File: config.mk
export PLATFORM = sky130hd
export DESIGN_NAME = case_insensitive_substring_find
export DESIGN_NICKNAME = d
export VERILOG_FILES = /design/src/hw/rtl/cisf_pkg.sv /design/src/hw/rtl/cisf_pattern.sv /design/src/hw/rtl/cisf_window.sv /design/src/hw/rtl/case_insensitive_substring_find.sv
export SDC_FILE = /design/constraint.sdc
export NUM_CORES = 1
export LEC_CHECK = 0
export ABC_AREA = 1
export BUFFER_PORTS_ARGS = -buffer_cell sky130_fd_sc_hd__buf_4
export CORE_ASPECT_RATIO = 1.1
export CORE_MARGIN = 2
export CORE_UTILIZATION = 50
export DETAILED_ROUTE_END_ITERATION = 10
export GPL_ROUTABILITY_DRIVEN = 0
export PLACE_DENSITY = 0.72
export SKIP_LAST_GASP = 1
export SYNTH_ARGS = -nofsm -noshare
export SYNTH_HDL_FRONTEND = slang
export SYNTH_SLANG_ARGS = --single-unit
export TNS_END_PERCENT = 50
File: constraint.sdc
create_clock -name clk -period 18 [get_ports clk]
set_input_delay 0.9 -clock clk [delete_from_list [all_inputs] [get_ports clk]]
set_output_delay 0.9 -clock clk [all_outputs]
set_load 0.02 [all_outputs]
File: src/hw/rtl/cisf_pkg.sv
// shared types, constants and the case fold for the substring finder
package cisf_pkg;

	localparam int CHAR_W              = 8;
	localparam int POS_W               = 16;
	localparam int PATTERN_MAX_DEF     = 32;
	localparam int TEXT_INDEX_BITS_DEF = 16;

	localparam logic OP_PATTERN = 1'b0;
	localparam logic OP_TEXT    = 1'b1;

	// pattern store control
	typedef struct packed {
		logic load;
		logic restart;
	} cisf_pat_ctl_t;

	// text window control
	typedef struct packed {
		logic step;
		logic clear;
	} cisf_txt_ctl_t;

	function automatic logic [CHAR_W-1:0] fold_lower(input logic [CHAR_W-1:0] c);
		logic [CHAR_W-1:0] r;
		r = c;
		if (c >= 8'h41 && c <= 8'h5a) begin
			r = c + 8'h20;
		end
		return r;
	endfunction

endpackage

File: src/hw/rtl/cisf_pattern.sv
// pattern shift register, length and overflow flag
module cisf_pattern #(
	parameter int PATTERN_MAX = cisf_pkg::PATTERN_MAX_DEF,
	parameter int LEN_W       = $clog2(PATTERN_MAX + 1)
) (
	input  logic                                          clk,
	input  logic                                          arst_n,
	input  cisf_pkg::cisf_pat_ctl_t                       ctl,
	input  logic [cisf_pkg::CHAR_W-1:0]                   char_fold,
	output logic [PATTERN_MAX-1:0][cisf_pkg::CHAR_W-1:0]  pat,
	output logic [LEN_W-1:0]                              pat_len,
	output logic                                          overflow
);
	import cisf_pkg::*;

	// newest pattern byte sits at index 0, so pat[k] lines up with window[k]
	logic [PATTERN_MAX-1:0][CHAR_W-1:0] pat_q;
	logic [LEN_W-1:0]                   len_q;
	logic                               ovf_q;
	logic [LEN_W-1:0]                   len_eff;
	logic                               ovf_eff;
	logic                               room;

	assign len_eff = ctl.restart ? '0 : len_q;
	assign ovf_eff = ctl.restart ? 1'b0 : ovf_q;
	assign room    = len_eff < LEN_W'(PATTERN_MAX);

	always_ff @(posedge clk or negedge arst_n) begin
		if (!arst_n) begin
			len_q <= '0;
			ovf_q <= 1'b0;
		end else if (ctl.load) begin
			if (room) begin
				len_q <= len_eff + LEN_W'(1);
				ovf_q <= ovf_eff;
			end else begin
				len_q <= len_eff;
				ovf_q <= 1'b1;
			end
		end
	end

	always_ff @(posedge clk) begin
		if (ctl.load && room) begin
			for (int k = PATTERN_MAX - 1; k > 0; k--) begin
				pat_q[k] <= pat_q[k-1];
			end
			pat_q[0] <= char_fold;
		end
	end

	assign pat      = pat_q;
	assign pat_len  = len_q;
	assign overflow = ovf_q;

endmodule

File: src/hw/rtl/cisf_window.sv
// text window shift register, text index and first-match tracking
module cisf_window #(
	parameter int PATTERN_MAX     = cisf_pkg::PATTERN_MAX_DEF,
	parameter int TEXT_INDEX_BITS = cisf_pkg::TEXT_INDEX_BITS_DEF,
	parameter int LEN_W           = $clog2(PATTERN_MAX + 1)
) (
	input  logic                                          clk,
	input  logic                                          arst_n,
	input  cisf_pkg::cisf_txt_ctl_t                       ctl,
	input  logic [cisf_pkg::CHAR_W-1:0]                   char_fold,
	input  logic [PATTERN_MAX-1:0][cisf_pkg::CHAR_W-1:0]  pat,
	input  logic [LEN_W-1:0]                              pat_len,
	output logic                                          seen_nx,
	output logic [TEXT_INDEX_BITS-1:0]                    start_nx
);
	import cisf_pkg::*;

	localparam int CNT_W = TEXT_INDEX_BITS + 1;
	localparam int CMP_W = (CNT_W > LEN_W) ? CNT_W : LEN_W;

	logic [PATTERN_MAX-1:0][CHAR_W-1:0] win_q;
	logic [PATTERN_MAX-1:0][CHAR_W-1:0] win_nx;
	logic [CNT_W-1:0]                   cnt_q;
	logic [CNT_W-1:0]                   cnt_nx;
	logic                               seen_q;
	logic [TEXT_INDEX_BITS-1:0]         start_q;
	logic                               cnt_open;
	logic [CMP_W-1:0]                   inc_ext;
	logic [CMP_W-1:0]                   len_ext;
	logic [CMP_W-1:0]                   start_full;
	logic [PATTERN_MAX-1:0]             lane_ok;
	logic                               hit;

	always_comb begin
		win_nx[0] = char_fold;
		for (int k = 1; k < PATTERN_MAX; k++) begin
			win_nx[k] = win_q[k-1];
		end
	end

	// lanes past the pattern length always agree
	always_comb begin
		for (int k = 0; k < PATTERN_MAX; k++) begin
			lane_ok[k] = (CMP_W'(k) >= CMP_W'(pat_len)) || (win_nx[k] == pat[k]);
		end
	end

	assign cnt_open   = cnt_q != {CNT_W{1'b1}};
	assign cnt_nx     = cnt_open ? cnt_q + CNT_W'(1) : cnt_q;
	assign inc_ext    = CMP_W'(cnt_q) + CMP_W'(1);
	assign len_ext    = CMP_W'(pat_len);
	assign start_full = inc_ext - len_ext;

	// matches starting beyond the index range are not reported
	assign hit = cnt_open && !seen_q && (pat_len != '0) && (inc_ext >= len_ext)
		&& (start_full[CMP_W-1:TEXT_INDEX_BITS] == '0) && (&lane_ok);

	assign seen_nx  = seen_q || hit;
	assign start_nx = hit ? start_full[TEXT_INDEX_BITS-1:0] : start_q;

	always_ff @(posedge clk or negedge arst_n) begin
		if (!arst_n) begin
			cnt_q   <= '0;
			seen_q  <= 1'b0;
			start_q <= '0;
		end else if (ctl.clear) begin
			cnt_q   <= '0;
			seen_q  <= 1'b0;
			start_q <= '0;
		end else if (ctl.step) begin
			cnt_q   <= cnt_nx;
			seen_q  <= seen_nx;
			start_q <= start_nx;
		end
	end

	always_ff @(posedge clk) begin
		if (ctl.step) begin
			win_q <= win_nx;
		end
	end

endmodule

File: src/hw/rtl/case_insensitive_substring_find.sv
// top level: input register, pattern and window units, result register
//
//  channel  direction  handshake             payload
//  in       sink       in_valid / in_ready   opcode, char_in, last
//  out      source     out_valid / out_ready found, position, pattern_too_long
//
// one item per cycle while no last text byte is held back; an item updates
// state (pattern shift, window compare over PATTERN_MAX lanes) as it leaves
// the input register, and a last text byte then loads the output register.
// arst_n clears lengths, internal flags and valids; pattern and window bytes
// and result payload are not reset. a last text byte waits in the input
// register only while an earlier result sits unread in the output register.
module case_insensitive_substring_find #(
	parameter int PATTERN_MAX     = cisf_pkg::PATTERN_MAX_DEF,
	parameter int TEXT_INDEX_BITS = cisf_pkg::TEXT_INDEX_BITS_DEF
) (
	input  logic                             clk,
	input  logic                             arst_n,
	input  logic                             in_valid,
	output logic                             in_ready,
	input  logic                             opcode,
	input  logic [cisf_pkg::CHAR_W-1:0]      char_in,
	input  logic                             last,
	output logic                             out_valid,
	input  logic                             out_ready,
	output logic                             found,
	output logic [cisf_pkg::POS_W-1:0]       position,
	output logic                             pattern_too_long
);
	import cisf_pkg::*;

	localparam int LEN_W = $clog2(PATTERN_MAX + 1);

	logic                               vld_s1;
	logic                               op_s1;
	logic [CHAR_W-1:0]                  char_s1;
	logic                               last_s1;
	logic                               phase_q;
	logic                               out_vld_q;
	logic                               found_q;
	logic [POS_W-1:0]                   pos_q;
	logic                               ovf_out_q;

	logic [CHAR_W-1:0]                  char_fold;
	logic                               gives_result;
	logic                               adv;
	logic                               is_text;
	cisf_pat_ctl_t                      pat_ctl;
	cisf_txt_ctl_t                      txt_ctl;
	logic [PATTERN_MAX-1:0][CHAR_W-1:0] pat;
	logic [LEN_W-1:0]                   pat_len;
	logic                               overflow;
	logic                               seen_nx;
	logic [TEXT_INDEX_BITS-1:0]         start_nx;

	assign char_fold    = fold_lower(char_s1);
	assign is_text      = op_s1 == OP_TEXT;
	assign gives_result = is_text && last_s1;
	assign adv          = vld_s1 && (!gives_result || !out_vld_q || out_ready);
	assign in_ready     = !vld_s1 || adv;

	// a pattern byte after any text byte starts a new pattern
	assign pat_ctl.load    = adv && !is_text;
	assign pat_ctl.restart = adv && !is_text && phase_q;
	assign txt_ctl.step    = adv && is_text;
	assign txt_ctl.clear   = (adv && gives_result) || pat_ctl.restart;

	cisf_pattern #(
		.PATTERN_MAX (PATTERN_MAX),
		.LEN_W       (LEN_W)
	) u_pattern (
		.clk       (clk),
		.arst_n    (arst_n),
		.ctl       (pat_ctl),
		.char_fold (char_fold),
		.pat       (pat),
		.pat_len   (pat_len),
		.overflow  (overflow)
	);

	cisf_window #(
		.PATTERN_MAX     (PATTERN_MAX),
		.TEXT_INDEX_BITS (TEXT_INDEX_BITS),
		.LEN_W           (LEN_W)
	) u_window (
		.clk       (clk),
		.arst_n    (arst_n),
		.ctl       (txt_ctl),
		.char_fold (char_fold),
		.pat       (pat),
		.pat_len   (pat_len),
		.seen_nx   (seen_nx),
		.start_nx  (start_nx)
	);

	always_ff @(posedge clk or negedge arst_n) begin
		if (!arst_n) begin
			vld_s1    <= 1'b0;
			phase_q   <= 1'b0;
			out_vld_q <= 1'b0;
		end else begin
			if (in_ready) begin
				vld_s1 <= in_valid;
			end
			if (adv) begin
				phase_q <= is_text;
			end
			if (adv && gives_result) begin
				out_vld_q <= 1'b1;
			end else if (out_ready) begin
				out_vld_q <= 1'b0;
			end
		end
	end

	always_ff @(posedge clk) begin
		if (in_ready && in_valid) begin
			op_s1   <= opcode;
			char_s1 <= char_in;
			last_s1 <= last;
		end
		if (adv && gives_result) begin
			found_q   <= seen_nx;
			pos_q     <= seen_nx ? POS_W'(start_nx) : '0;
			ovf_out_q <= overflow;
		end
	end

	assign out_valid        = out_vld_q;
	assign found            = found_q;
	assign position         = pos_q;
	assign pattern_too_long = ovf_out_q;

endmodule
==> metrics.txt, run 1 <==
CTS HTree Levels=2; synthesized instance count=1,896; drt total wl=41,580 um; vias in the first global route=13,470; FP Rows=83; CP Max Fanout=104; Pwr Total=3.057 mW; Max Buffers Root-to-Sink=3; register area=17,080 sq um; setup slack, reg-to-reg=13.35 ns; area delta synth->final=11.44%; DRC errors left=0; post-route setup TNS=0 ns; count of input and output buffers=33; syn_nets=1,921; Post-synth EDFFs=532; crit start category=flip-flop; Vias=13,230; HP Class=in -> async; LEAKAGE=10.25 nW; final worst-path cycle share=0.2581; fmax=0.2152 GHz; die area=49,120 sq um; Multi-input gate area=5707 sq um; max-cap violation count=0; routed vias/inst=5.041; Critical Path AT=4.86 ns; TritonRoute pass-1 iters=5; CTS Root Buffer Type=clkbuf_16; WP data required=18.21 ns; # Post-CTS Setup Buffers=0; PwrDens=115.8 nW/um^2; antenna-violating nets left=0; Yosys reg bits=576; CP Class=reg -> reg; first-pass GRT wire length=67,200 um; largest net degree at the start of global routing=176; Syn Std Cell Area=23,680 sq um; Period minus WS final=4.646 ns; drt wl/cell=15.85 um; hold_ws=0.3027 ns; ANT cells=0; post-cts resize count=0; Worst VDD drop=0.09082 mV; layout cell share with drive strength beyond 1=0.08132; average size of a mapped cell=12.49 sq um; Slew @ Worst Pin=1.214 ns; Final Hold Viols=0; Seq/Total Area, Yosys=0.7210; CTS buffer count=56; clk sinks=576; # setup viols final=0; slew margin rel.=0.1875; detailed router's first-iteration violation count=956; FILL cells=3,718; clk_lat worst skew=0.60 ns; GRT overflow=0; outcome=completed; clk slew on worst S/H paths=0.06 ns; yosys warns=0; CTS tree=done; Async S/R FF share, synth=0.07639; Cell variety after synth=37; Tot GR Track Use=0.1744; initial core utilization=0.5068; Primary FF master, synth=edfxtp_1; Worst setup EP type=flip-flop; DIE WIDTH=211.5 um; Chip Height=232.3 um; RSZ-0062 raised after global routing=no; initial antenna violation count=0; Ports=34; NumNets Final=2,008; Worst Clk Skew=0.01252 ns; HPWL after DPL=27,500 um; hold-fix buffers at CTS=0; core area=46,730 sq um; Max Slew Vio Count=0
==> final timing paths <==
kind                                               endpoint                         start  cells after the start
setup / recovery               u_pattern.pat[115]$_DFFE_PP_             is_text$_DFFE_PP_                     13
hold / removal             u_window.start_q[12]$_DFFE_PN0P_                        arst_n                      1
setup reg to reg               u_pattern.pat[115]$_DFFE_PP_             is_text$_DFFE_PP_                     13
hold reg to reg                u_pattern.pat[143]$_DFFE_PP_  u_pattern.pat[135]$_DFFE_PP_                      0
max in group asynchronous     u_window.cnt_q[0]$_DFFE_PN0P_                        arst_n                      1
min in group clk               u_pattern.pat[143]$_DFFE_PP_  u_pattern.pat[135]$_DFFE_PP_                      0
==> Yosys cell counts (2+ instances only) <==
master    instances  area share
nor2_4            3      0.0014
nor2_1          138       0.022
dfrtp_1          44       0.046
o22ai_1          14      0.0037
xor2_1           31       0.011
clkbuf_1          3     0.00048
inv_2             7      0.0011
nor2_2           14      0.0037
buf_2             5      0.0011
o21ai_0          26      0.0055
nand2_2           6      0.0016
ha_1             10      0.0053
xnor2_1         187       0.069
nand4_1          24      0.0063
edfxtp_1        532        0.67
nor3_1            3     0.00063
nand3_1          55       0.012
nor3_4            2      0.0014
or2_2             5      0.0013
nand2_1         533       0.084
inv_1           221       0.035
nor3_2            3      0.0013
a21oi_1          16      0.0034
==> sequential cells by signal, indices dropped and copies added, names as in the netlist, 6 cells and up <==
signal and count:
position 16, u_window.start_q 16, u_pattern.pat 256, char_s1 8, u_window.cnt_q 17, u_window.win_nx 248
u_pattern.pat_len 6
==> placed cells by master, fill, tap and decap left out, types with 2 or more instances in the layout <==
master and instances:
a21oi_1 16, nor3_2 3, nor3_1 3, clkinv_1 17, buf_4 37, clkinv_2 14
ha_1 10, xor2_1 31, o21ai_0 26, nand2_1 533, clkbuf_16 57, inv_2 7
xnor2_1 187, bufinv_16 2, clkbuf_1 9, nand3_1 55, o22ai_1 14, nor2_1 137
inv_6 3, nor3_4 2, nor2_2 14, nand4_1 24, inv_1 220, clkinvlp_4 3
or2_2 5, edfxtp_1 532, nand2_2 6, dfrtp_1 44, nor2_4 4
==> routing by layer <==
| metal | vias up | share of wire | track usage |
|---|---|---|---|
| met4 | 0 | 0.021 | 0.04688 |
| met2 | 243 | 0.52 | 0.3121 |
| li1 | 6453 | - | - |
| met3 | 66 | 0.042 | 0.03232 |
| met5 | - | 0 | 0 |
| met1 | 6465 | 0.42 | 0.2172 |
==> power by group <==
part / internal [mW] / switching (mW)
clock: 0.607 / 0.481
combinational: 0.125 / 0.258
sequential: 1.54 / 0.0482
total: 2.27 / 0.788
==> critical path, cell delays in order (launching register included) <==
cell and delay (ns):
edfxtp_1 0.41, nand3_1 0.11, nor2_1 0.05, nor2_1 0.08
inv_1 0.09, nor2_1 0.25, inv_1 0.12, nor2_1 0.16
inv_1 0.15, nand2_1 0.12, nand2_1 0.18, inv_8 0.53
buf_4 0.89, buf_4 0.89
==> stage by stage <==
step | instances | utilization | setup slack (ns) | area, sq um
after floorplan | 1896 | - | 3.269 | 23680
after global placement | 2520 | 0.5284 | 12.91 | 24690
after detailed placement | 2520 | 0.5284 | 12.88 | 24690
after CTS | 2624 | 0.5647 | 13.30 | 26390
after global routing | 2624 | 0.5647 | 12.91 | 26390
final | 2624 | 0.5647 | 13.35 | 26390
==> cells by family after synthesis <==
kind of cell	after synthesis	synth area share
buffers and inverters	238	0.03830
xor gates and xnor gates	219	0.08178
and+or+nand+nor	794	0.1395
adders and majority gates	11	0.006129
AOI/OAI and AO/OA	58	0.01326
DFF	576	0.7210
==> area by class of cell <==
type | count | share of cell area
clock buffer | 66 | 0.05533
clock inverter | 38 | 0.009055
inverter | 229 | 0.03285
multi-input combinational | 1082 | 0.2162
sequential | 576 | 0.6470
tap | 595 | 0.02821
timing repair buffer | 38 | 0.01128
No activity file was read; power rests on OpenSTA's default activity.
==> inputs of run 2 (changes only) <==
PLACE_DENSITY = 0.74   (was 0.72)
clock period = 4 ns   (was 18 ns; I/O delays follow)
==> run 2 against run 1 <==
Cell area grew 0.89%; setup slack got worse by 13 ns; die area unchanged; power grew to 4.5 times the previous value; first-iteration DRC count rose by 30%; clock power increased to 4.6 times the previous value; cell count up 0.42%; combinational power grew to 4.6 times the previous value; register-to-register slack got worse by 13 ns; clock skew grew 0.015 ns; fmax is 28% higher; sequential share of layout area shrank 0.57 points; critical endpoint is now position[5]$_SDFFCE_PN0P_; largest cell class unchanged.
==> metrics.txt, run 2 (synthesis gave the netlist of run 1 again) <==
final worst setup slack=0.3723 ns (was 13.35 ns); Ports=34 (unchanged); cell count along the critical path=19 (was 13); CP Buf/Inv Count=3 (was 6); post-route setup TNS=0 ns (unchanged); Multi-input gate area=5731 sq um (was 5707 sq um); CTS Root Buffer Type=clkbuf_16 (unchanged); sequence of cells on the critical path=ha_1 > nand2_1 > nor2_1 > xor2_1 > inv_1 > ha_1 > nand2_1 > inv_1 > nand2_1 > nand3b_1 > nor2_1 > nand2_1 > inv_1 > nand4_1 > nand2_2 > nand4_1 > nand2_1 > nand2_1 > nor2_2 (was nand3_1 > nor2_1 > nor2_1 > inv_1 > nor2_1 > inv_1 > nor2_1 > inv_1 > nand2_1 > nand2_1 > inv_8 > buf_4 > buf_4); outcome=completed (unchanged); GRT overflow=0 (unchanged); detailed router's first-iteration violation count=1,240 (was 956); HPWL after DPL=27,610 um (was 27,500 um); DIE WIDTH=211.5 um (unchanged); Largest register FFs=256 (unchanged); CP top delay family=simple AND/OR/NAND/NOR gates (was buffers and inverters); FF-to-FF Start=u_window.cnt_q[0]$_DFFE_PN0P_ (was is_text$_DFFE_PP_); drt total wl=42,030 um (was 41,580 um); Max Slew Vio Count=0 (unchanged); Top cell by count, worst path=nand2_1 (was nor2_1); Net Sw Power=3.530 mW (was 0.7880 mW); HP Class=in -> async (unchanged); P_int=10.37 mW (was 2.269 mW); CTS HTree Levels=2 (unchanged); worst reg2reg endpoint=position[5]$_SDFFCE_PN0P_ (was u_pattern.pat[115]$_DFFE_PP_); # setup viols final=0 (unchanged); Chip Height=232.3 um (unchanged); pre-CTS setup slack=0.3342 ns (was 12.88 ns); CP Class=reg -> reg (unchanged); cells on worst reg2reg path=19 (was 13); post-cts resize count=0 (unchanged); crit start category=flip-flop (unchanged); ANT cells=0 (unchanged); CP Max Fanout=19 (was 104); area delta synth->final=12.43% (was 11.44%); drt wl/cell=15.95 um (was 15.85 um); final core utilization=0.5698 (was 0.5647); first-pass GRT wire length=67,850 um (was 67,200 um); fmax=0.2757 GHz (was 0.2152 GHz); FP Rows=83 (unchanged); clk_lat worst skew=0.61 ns (was 0.60 ns); Comb pwr share=0.128 (was 0.125); LEAKAGE=10.32 nW (was 10.25 nW); Final Hold Viols=0 (unchanged); end point of the critical path=position[5]$_SDFFCE_PN0P_ (was u_pattern.pat[115]$_DFFE_PP_); Pwr Total=13.90 mW (was 3.057 mW); Critical Path AT=4.09 ns (was 4.86 ns); WP data required=4.47 ns (was 18.21 ns); Switching Fraction=0.2540 (was 0.2578); register area=17,080 sq um (about the same); layout cell share with drive strength beyond 1=0.08382 (was 0.08132); worst setup path start=u_window.cnt_q[0]$_DFFE_PN0P_ (was is_text$_DFFE_PP_); Placed Cells=2,521 (was 2,520); crit-path max cell delay=0.44 ns (was 0.89 ns); PwrDens=521.8 nW/um^2 (was 115.8 nW/um^2); CTS tree=done (unchanged); Worst Clk Skew=0.02772 ns (was 0.01252 ns); commonest non-fill, non-tap cell in the layout=nand2_1 (unchanged); NumNets Final=2,022 (was 2,008); Worst setup EP type=flip-flop (unchanged); clk sinks=576 (unchanged); count of input and output buffers=33 (unchanged); routed vias/inst=5.077 (was 5.041); core area=46,730 sq um (unchanged); final instance area=26,630 sq um (was 26,390 sq um); initial antenna violation count=0 (unchanged); largest net degree at the start of global routing=131 (was 176); RSZ-0062 raised after global routing=no (unchanged); hold_ws=0.1343 ns (was 0.3027 ns); Period minus WS final=3.628 ns (was 4.646 ns); Vias=13,380 (was 13,230); max-cap violation count=0 (unchanged); vias in the first global route=13,710 (was 13,470); antenna-violating nets left=0 (unchanged); Slew @ Worst Pin=0.8330 ns (was 1.214 ns); final non-filler cell total=2,635 (was 2,624); FILL cells=3,614 (was 3,718); most frequent cells in the layout=nand2_1, edfxtp_1, inv_1 (unchanged); Clock power frac=0.358 (was 0.356); clk slew on worst S/H paths=0.07 ns (was 0.06 ns); initial core utilization=0.5068 (unchanged); setup slack, reg-to-reg=0.37 ns (was 13.35 ns); CTS buffer count=55 (was 56); Worst VDD drop=0.4385 mV (was 0.09082 mV); Tot GR Track Use=0.1761 (was 0.1744); slew margin rel.=0.4447 (was 0.1875); final worst-path cycle share=0.9069 (was 0.2581); DRC errors left=0 (unchanged); Max Buffers Root-to-Sink=3 (unchanged); Flop pwr share=0.513 (was 0.519); die area=49,120 sq um (unchanged); Cell Area, Placed=24,760 sq um (was 24,690 sq um); Slowest-stage cell, CP=dfrtp_1 (was buf_4); TritonRoute pass-1 iters=6 (was 5)
[run 2: cell count changes in the layout (fill, tap and decap cells not counted), moves of 2 or more]
cell,previous run,this run
dlygate4sd3_1,0,13
clkinv_1,17,10
clkbuf_1,9,14
buf_12,1,5
nand3_1,55,51
nand3_2,1,5
bufinv_16,2,5
clkinv_2,14,11
buf_4,37,35
clkbuf_16,57,55
[run 2: repair_timing]
item                                   4_1_cts  5_1_grt
endpoints found under the hold margin       56        0
setup endpoints to repair                    0       11
buffers inserted                             0        1
hold buffers                                13        0
[run 2: area by class of cell]
class,count,area share
clock buffer,69,0.05366
timing repair buffer,53,0.01851
inverter,229,0.03247
clock inverter,31,0.01081
tap,595,0.02796
multi-input combinational,1082,0.2152
sequential,576,0.6414
[run 2: worst min-delay path by stage]
stage,endpoint,from,slack (ns)
after CTS,u_window.start_q[12]$_DFFE_PN0P_,arst_n,0.13
after global placement,u_window.start_q[9]$_DFFE_PN0P_,arst_n,0.24
after detailed placement,u_window.start_q[9]$_DFFE_PN0P_,arst_n,0.25
after floorplan,out_valid$_DFFE_PN0P_,arst_n,-0.1
after global routing,u_window.start_q[15]$_DFFE_PN0P_,arst_n,0.16
final,u_window.start_q[15]$_DFFE_PN0P_,arst_n,0.13
[run 2: routing by layer]
| layer | GRT usage | up-vias | part of all wire |
|---|---|---|---|
| met4 | 0.04908 | 0 | 0.021 |
| met1 | 0.2069 | 6489 | 0.39 |
| met5 | 0 | - | 0 |
| met3 | 0.03178 | 77 | 0.055 |
| met2 | 0.3288 | 327 | 0.53 |
| li1 | - | 6484 | - |
[run 2: power by group through the flow]
stage	Combinational (mW)	Clock [mW]	Sequential, mW
floorplan	1.35	0	7.22
global placement	1.70	0	7.23
detailed placement	1.75	0	7.26
CTS	1.77	5.11	7.13
global route	2.01	5.32	7.16
finish	1.78	4.98	7.13
[run 2: worst reg2reg max path: stages (launching register included)]
cell and delay (ns):
dfrtp_1 0.44, ha_1 0.21, nand2_1 0.09, nor2_1 0.25
xor2_1 0.22, inv_1 0.07, ha_1 0.33, nand2_1 0.09
inv_1 0.05, nand2_1 0.06, nand3b_1 0.09, nor2_1 0.15
nand2_1 0.10, inv_1 0.15, nand4_1 0.13, nand2_2 0.30
nand4_1 0.38, nand2_1 0.19, nand2_1 0.10, nor2_2 0.11
